<file path="config.mk">
export PLATFORM = sky130hd
export DESIGN_NAME = bba_front
export DESIGN_NICKNAME = d
export VERILOG_FILES = /design/src/rtl/buddy_block_allocator_macros.svh /design/src/rtl/bba_pkg.sv /design/src/rtl/bba_front.sv
export SDC_FILE = /design/constraint.sdc
export NUM_CORES = 1
export LEC_CHECK = 0
export BUFFER_PORTS_ARGS = -buffer_cell sky130_fd_sc_hd__buf_4
export CORE_MARGIN = 4
export CORE_UTILIZATION = 55
export DETAILED_ROUTE_END_ITERATION = 10
export PLACE_DENSITY = 0.82
export SLEW_MARGIN = 5
export SYNTH_ARGS = -nofsm -noshare
export SYNTH_HDL_FRONTEND = slang
export SYNTH_SLANG_ARGS = --single-unit
</file>
<file path="constraint.sdc">
create_clock -name i_clk -period 22.6 [get_ports i_clk]
set_input_delay 3.39 -clock i_clk [delete_from_list [all_inputs] [get_ports i_clk]]
set_output_delay 3.39 -clock i_clk [all_outputs]
set_load 0.05 [all_outputs]
</file>
<file path="src/rtl/buddy_block_allocator_macros.svh">
// Assertion macros used by the allocator engine RTL.
`ifndef BUDDY_BLOCK_ALLOCATOR_MACROS_SVH
`define BUDDY_BLOCK_ALLOCATOR_MACROS_SVH

// Same-cycle implication, checked outside reset.
`define BBA_ASSERT_IMP(lbl, clk, rst_n, ante, cons) \
    lbl: assert property (@(posedge clk) disable iff (!rst_n) (ante) |-> (cons)) \
        else $error("bba assertion failed");

// Next-cycle implication, checked outside reset.
`define BBA_ASSERT_NXT(lbl, clk, rst_n, ante, cons) \
    lbl: assert property (@(posedge clk) disable iff (!rst_n) (ante) |=> (cons)) \
        else $error("bba assertion failed");

`endif

</file>
<file path="src/rtl/bba_pkg.sv">
// Shared constants, status codes and the front-to-back command type.
`timescale 1ns / 1ps
package bba_pkg;
    localparam int HEAP_BITS      = 16;
    localparam int MIN_BLOCK_BITS = 5;
    localparam int LEVEL_COUNT    = 12;

    localparam int NODE_W      = LEVEL_COUNT;
    localparam int LVL_W       = 4;
    localparam int ENTRY_W     = 5;
    localparam int STORE_AW    = LEVEL_COUNT - 1;
    localparam int STORE_DEPTH = 1 << STORE_AW;
    localparam int WSEL_W      = 5;
    localparam int WORD_W      = 1 << WSEL_W;
    localparam int WORD_AW     = NODE_W - WSEL_W;
    localparam int WORD_DEPTH  = 1 << WORD_AW;
    localparam int TOP_LEVELS  = WSEL_W;

    localparam logic [LVL_W-1:0]   LVL_MAX   = LVL_W'(LEVEL_COUNT - 1);
    localparam logic [ENTRY_W-1:0] ENTRY_MAX = ENTRY_W'(LEVEL_COUNT);

    localparam logic [1:0] ST_DONE     = 2'd0;
    localparam logic [1:0] ST_TOO_BIG  = 2'd1;
    localparam logic [1:0] ST_NO_FREE  = 2'd2;
    localparam logic [1:0] ST_BAD_FREE = 2'd3;

    typedef struct packed {
        logic             is_free;
        logic             too_big;
        logic             bad_off;
        logic [LVL_W-1:0] target;
        logic [15:0]      off;
    } t_cmd;
endpackage

</file>
<file path="src/rtl/bba_front.sv">
// Request intake: classifies each transaction and queues it for the engine.
`timescale 1ns / 1ps
module bba_front import bba_pkg::*; (
    input  logic        i_clk,
    input  logic        i_rst_n,
    input  logic        i_push,
    input  logic        i_hold,
    input  logic        i_op,
    input  logic [31:0] i_request_bytes,
    input  logic [15:0] i_block_offset,
    output logic        o_full,
    output logic        o_cmd_vld,
    output t_cmd        o_cmd,
    input  logic        i_cmd_rdy
);
    t_cmd       r_q [2];
    logic       r_wp, r_rp;
    logic [1:0] r_cnt;
    logic       push_ok, pop_ok;
    t_cmd       cls;

    always_comb begin
        logic [LVL_W-1:0] t;
        t = '0;
        // deepest level whose block still holds the request
        for (int l = 1; l < LEVEL_COUNT; l++) begin
            if ({1'b0, i_request_bytes} <= (33'd1 << (HEAP_BITS - l))) begin
                t = t + 1'b1;
            end
        end
        cls.is_free = i_op;
        cls.too_big = (i_request_bytes[31:17] != '0) ||
                      (i_request_bytes[16] && (i_request_bytes[15:0] != '0));
        cls.bad_off = (i_block_offset[MIN_BLOCK_BITS-1:0] != '0);
        cls.target  = t;
        cls.off     = i_block_offset;
    end

    assign o_full    = (r_cnt == 2'd2) || i_hold;
    assign push_ok   = i_push && !o_full;
    assign o_cmd_vld = (r_cnt != 2'd0);
    assign pop_ok    = o_cmd_vld && i_cmd_rdy;
    assign o_cmd     = r_q[r_rp];

    always_ff @(posedge i_clk) begin
        if (!i_rst_n) begin
            r_wp  <= 1'b0;
            r_rp  <= 1'b0;
            r_cnt <= 2'd0;
        end else begin
            if (push_ok) begin
                r_wp <= !r_wp;
            end
            if (pop_ok) begin
                r_rp <= !r_rp;
            end
            unique case ({push_ok, pop_ok})
                2'b10:   r_cnt <= r_cnt + 2'd1;
                2'b01:   r_cnt <= r_cnt - 2'd1;
                default: r_cnt <= r_cnt;
            endcase
        end
        if (push_ok) begin
            r_q[r_wp] <= cls;
        end
    end
endmodule

</file>
==> impl_metrics.xml <==
<?xml version="1.0" encoding="UTF-8"?>
<metrics>
  <group name="clock_tree">
    <metric name="cts.sink_count" unit="">51</metric>
    <metric name="cts.repair.resized" unit="">0</metric>
    <metric name="insertion_delay_of_the_later_clocked_pin_in_the_worst_skew_pair" unit="ns">0.30</metric>
    <metric name="holdBufCountCts" unit="">0</metric>
    <metric name="clkSlewWorstSetupHoldPaths" unit="ns">0.09</metric>
    <metric name="h_tree_level_count" unit="">2</metric>
    <metric name="cts.repair_timing.setup_buffer_count" unit="">0</metric>
    <metric name="cts_buffers" unit="">5</metric>
    <metric name="cts.path.max_buffers" unit="">2</metric>
    <metric name="clock-root-buffer" unit="">sky130_fd_sc_hd__clkbuf_8</metric>
    <metric name="tritoncts" unit="">built</metric>
  </group>
  <group name="yosys">
    <metric name="synth.lib_cells_used.distinct" unit="">60</metric>
    <metric name="yosys_warnings" unit="">0</metric>
    <metric name="ys_async_sr_fraction" unit="%">0</metric>
    <metric name="synth_top_flop_cell" unit="">sky130_fd_sc_hd__edfxtp_1</metric>
    <metric name="yosys_register_bits" unit="">51</metric>
    <metric name="syn_area" unit="um2">3290</metric>
    <metric name="synth_cells" unit="">303</metric>
    <metric name="synth_edf_count" unit="">46</metric>
    <metric name="mappedNetlistNets" unit="">368</metric>
    <metric name="syn-mean-instance-area" unit="um2">10.9</metric>
    <metric name="ys_seq_area_share" unit="%">45.1</metric>
  </group>
  <group name="pwr">
    <metric name="ir_worst_vdd" unit="mV">0.0569</metric>
    <metric name="power_density" unit="nW/um2">71.0</metric>
    <metric name="power.clock.fraction" unit="%">21.9</metric>
    <metric name="net_sw_share" unit="%">35.6</metric>
    <metric name="pwr-share-comb" unit="%">36.5</metric>
    <metric name="total_leakage_power" unit="nW">1.55</metric>
    <metric name="seqPwrFrac" unit="%">41.6</metric>
    <metric name="internal-power" unit="W">0.000184</metric>
    <metric name="switching_power" unit="W">0.000102</metric>
  </group>
  <group name="timing">
    <metric name="highest_clock_rate" unit="MHz">103</metric>
    <metric name="report.final.hold_viol_count" unit="">0</metric>
    <metric name="report.final.setup_viol" unit="">0</metric>
    <metric name="worst_clock_skew_on_the_final_layout" unit="ns">0.00681</metric>
    <metric name="tightest_slew" unit="ns">1.04</metric>
    <metric name="post-route-min-period" unit="ns">9.67</metric>
    <metric name="relSlewSlack" unit="%">30.9</metric>
    <metric name="finalCritPeriodShare" unit="%">42.8</metric>
    <metric name="fin_hold_ws" unit="ns">0.507</metric>
    <metric name="slew_violations" unit="">0</metric>
    <metric name="grt_setup_unrepaired" unit="">false</metric>
    <metric name="finalSetupTns" unit="ns">0</metric>
  </group>
  <group name="route">
    <metric name="viasPerCell" unit="">5.87</metric>
    <metric name="firstDrtPassIters" unit="">4</metric>
    <metric name="dr.first_iter.drc_count" unit="">142</metric>
    <metric name="wirelength" unit="um">7670</metric>
    <metric name="drtAntennaViolNets" unit="">0</metric>
    <metric name="drc_errors" unit="">0</metric>
    <metric name="num_vias" unit="">2640</metric>
    <metric name="route.detailed.wl_per_inst" unit="um">17.0</metric>
  </group>
  <group name="die">
    <metric name="start_util" unit="%">58.3</metric>
    <metric name="core-area" unit="um2">5640</metric>
    <metric name="fp.dieArea" unit="um2">7280</metric>
    <metric name="fp.dieH" unit="um">85.3</metric>
    <metric name="fp-row-count" unit="">27</metric>
    <metric name="number_of_i_o_pins" unit="">79</metric>
    <metric name="die_w" unit="um">85.3</metric>
  </group>
  <group name="place">
    <metric name="buffer_ports.inserted" unit="">78</metric>
    <metric name="detailed_place_hpwl" unit="um">6000</metric>
    <metric name="gp_routability_congestion" unit="">0.949</metric>
  </group>
  <group name="outcome">
    <metric name="run_status" unit="">finished, final reports clean</metric>
  </group>
  <group name="cells_and_area">
    <metric name="insertedDiodeCount" unit="">0</metric>
    <metric name="layout_commonest_cell" unit="">sky130_fd_sc_hd__buf_4</metric>
    <metric name="num-fill-cells" unit="">409</metric>
    <metric name="most-common-layout-cells" unit="">79 x sky130_fd_sc_hd__buf_4, 46 x sky130_fd_sc_hd__edfxtp_1, 25 x sky130_fd_sc_hd__nand2_1, 24 x sky130_fd_sc_hd__mux2_2, 18 x sky130_fd_sc_hd__xnor2_1</metric>
    <metric name="syn2layout_area_growth" unit="%">22.7</metric>
    <metric name="finalNetCount" unit="">442</metric>
    <metric name="layout-drive-gt1-share" unit="%">33.3</metric>
  </group>
  <group name="grt">
    <metric name="antenna_found_initial" unit="">0</metric>
    <metric name="grt_start_max_net_pins" unit="">24</metric>
    <metric name="wire_length_of_the_first_global_routing_pass" unit="um">12400</metric>
    <metric name="grt_usage" unit="%">21.3</metric>
    <metric name="first_global_vias" unit="">2596</metric>
    <metric name="global_route.overflow_total" unit="">0</metric>
  </group>
  <group name="worst_setup_path">
    <metric name="worstPathRequired" unit="ns">22.64</metric>
    <metric name="worst-path-max-fanout" unit="">10</metric>
    <metric name="end_kind" unit="">flip-flop</metric>
    <metric name="setup.worst_path.class" unit="">input pin to flip-flop</metric>
    <metric name="critical_path_startpoint_category" unit="">input pin</metric>
    <metric name="crit_arrival" unit="ns">9.71</metric>
  </group>
  <group name="worst_hold_path">
    <metric name="min-delay-path-class" unit="">flip-flop to flip-flop</metric>
  </group>
  <group name="job">
    <metric name="maxCapViolCount" unit="">0</metric>
  </group>
</metrics>
[registers in the layout, indices dropped and copies added, names as in the netlist, named ones only]
register and flops:
r_q 46, r_cnt 2, r_rp 1, r_wp 1
[kinds of logic after synthesis]
family / share of synthesized area [%]
compound gates: 12.8
xor+xnor: 8.98
fa+ha+maj: 4.19
buf+inv: 3.58
flops: 45.1
mux: 8.83
simple gates: 16.6
[area by class of cell]
cell class	instances	area, um2	area share [%]
Timing Repair Buffer	79	593	14.7
Clock inverter	3	46.3	1.15
Tap cell	72	90.1	2.23
Inverter	17	63.8	1.58
Multi-Input combinational cell	223	1690	41.9
Sequential cell	51	1480	36.7
Clock buffer	5	68.8	1.71
[synthesized netlist by cell type (5+ instances only)]
cell type / number / area (um2)
sky130_fd_sc_hd__nor2_1: 16 / 60.1
sky130_fd_sc_hd__xnor2_1: 18 / 158
sky130_fd_sc_hd__mux2_2: 24 / 270
sky130_fd_sc_hd__nor3_1: 11 / 55.1
sky130_fd_sc_hd__inv_1: 15 / 56.3
sky130_fd_sc_hd__nand2_1: 25 / 93.8
sky130_fd_sc_hd__clkbuf_1: 8 / 30.0
sky130_fd_sc_hd__dfxtp_1: 5 / 100
sky130_fd_sc_hd__edfxtp_1: 46 / 1380
sky130_fd_sc_hd__nand3_1: 8 / 40.0
sky130_fd_sc_hd__nor4_1: 6 / 37.5
sky130_fd_sc_hd__ha_1: 11 / 138
sky130_fd_sc_hd__o21ai_0: 9 / 45.0
sky130_fd_sc_hd__a21oi_1: 11 / 55.1
[per-stage QoR]
stage	util (%)	cell area [um2]	cells	power, W	worst slack (ns)
after CTS	71.5	4040	450	0.000288	12.97
after detailed placement	69.5	3920	442	0.000226	12.69
after global routing	71.5	4040	450	0.000299	12.53
final	71.5	4040	450	0.000287	12.93
after global placement	69.5	3920	442	0.000225	12.89
after floorplan	-	3290	303	0.000193	13.16
[power groups by stage]
stage                     Clock (W)  Combinational [W]  Sequential (W)
after floorplan                   0          0.0000770        0.000116
after global placement            0           0.000104        0.000121
after detailed placement          0           0.000105        0.000121
after CTS                 0.0000638           0.000105        0.000119
after global routing      0.0000684           0.000110        0.000120
final                     0.0000627           0.000105        0.000119
[worst max-delay path, stage by stage]
cell and delay (ns):
sky130_fd_sc_hd__buf_4 0.11, sky130_fd_sc_hd__or4_1 0.65, sky130_fd_sc_hd__nor3_1 0.47, sky130_fd_sc_hd__nand2_1 0.16, sky130_fd_sc_hd__a211o_1 0.34, sky130_fd_sc_hd__ha_1 0.45, sky130_fd_sc_hd__xnor2_1 0.21, sky130_fd_sc_hd__ha_1 0.30
sky130_fd_sc_hd__nand4b_1 0.10, sky130_fd_sc_hd__o31ai_1 0.20, sky130_fd_sc_hd__xnor2_1 0.18, sky130_fd_sc_hd__o21ai_0 0.09, sky130_fd_sc_hd__ha_1 0.30, sky130_fd_sc_hd__nand2_1 0.06, sky130_fd_sc_hd__a21oi_1 0.06, sky130_fd_sc_hd__a21o_1 0.20
sky130_fd_sc_hd__xnor2_1 0.13, sky130_fd_sc_hd__mux2i_1 0.19, sky130_fd_sc_hd__inv_1 0.07, sky130_fd_sc_hd__ha_1 0.32, sky130_fd_sc_hd__xor2_1 0.15, sky130_fd_sc_hd__nor2_1 0.05, sky130_fd_sc_hd__a311o_1 0.28, sky130_fd_sc_hd__ha_1 0.31
sky130_fd_sc_hd__nand2_1 0.08, sky130_fd_sc_hd__and3b_1 0.19, sky130_fd_sc_hd__a211oi_2 0.22, sky130_fd_sc_hd__xnor3_1 0.43
[metal layers]
metal,track usage [%],up-vias,wire (um)
li1,-,1281,-
met1,25.6,1255,3110
met2,38.5,94,3990
met3,3.98,10,458
met4,6.04,0,108
met5,0,-,0
[final timing paths]
| check | start | to | slack (ns) | cells after the start |
|---|---|---|---|---|
| setup / recovery | i_request_bytes[3] | r_q[1][19] | 12.93 | 28 |
| hold reg to reg | r_cnt[1] | r_cnt[1] | 0.51 | 2 |
| hold / removal | r_cnt[1] | r_cnt[1] | 0.51 | 2 |
| setup reg to reg | r_cnt[0] | r_q[0][2] | 20.65 | 5 |
Note: power is estimated with default switching activity, not from simulation.
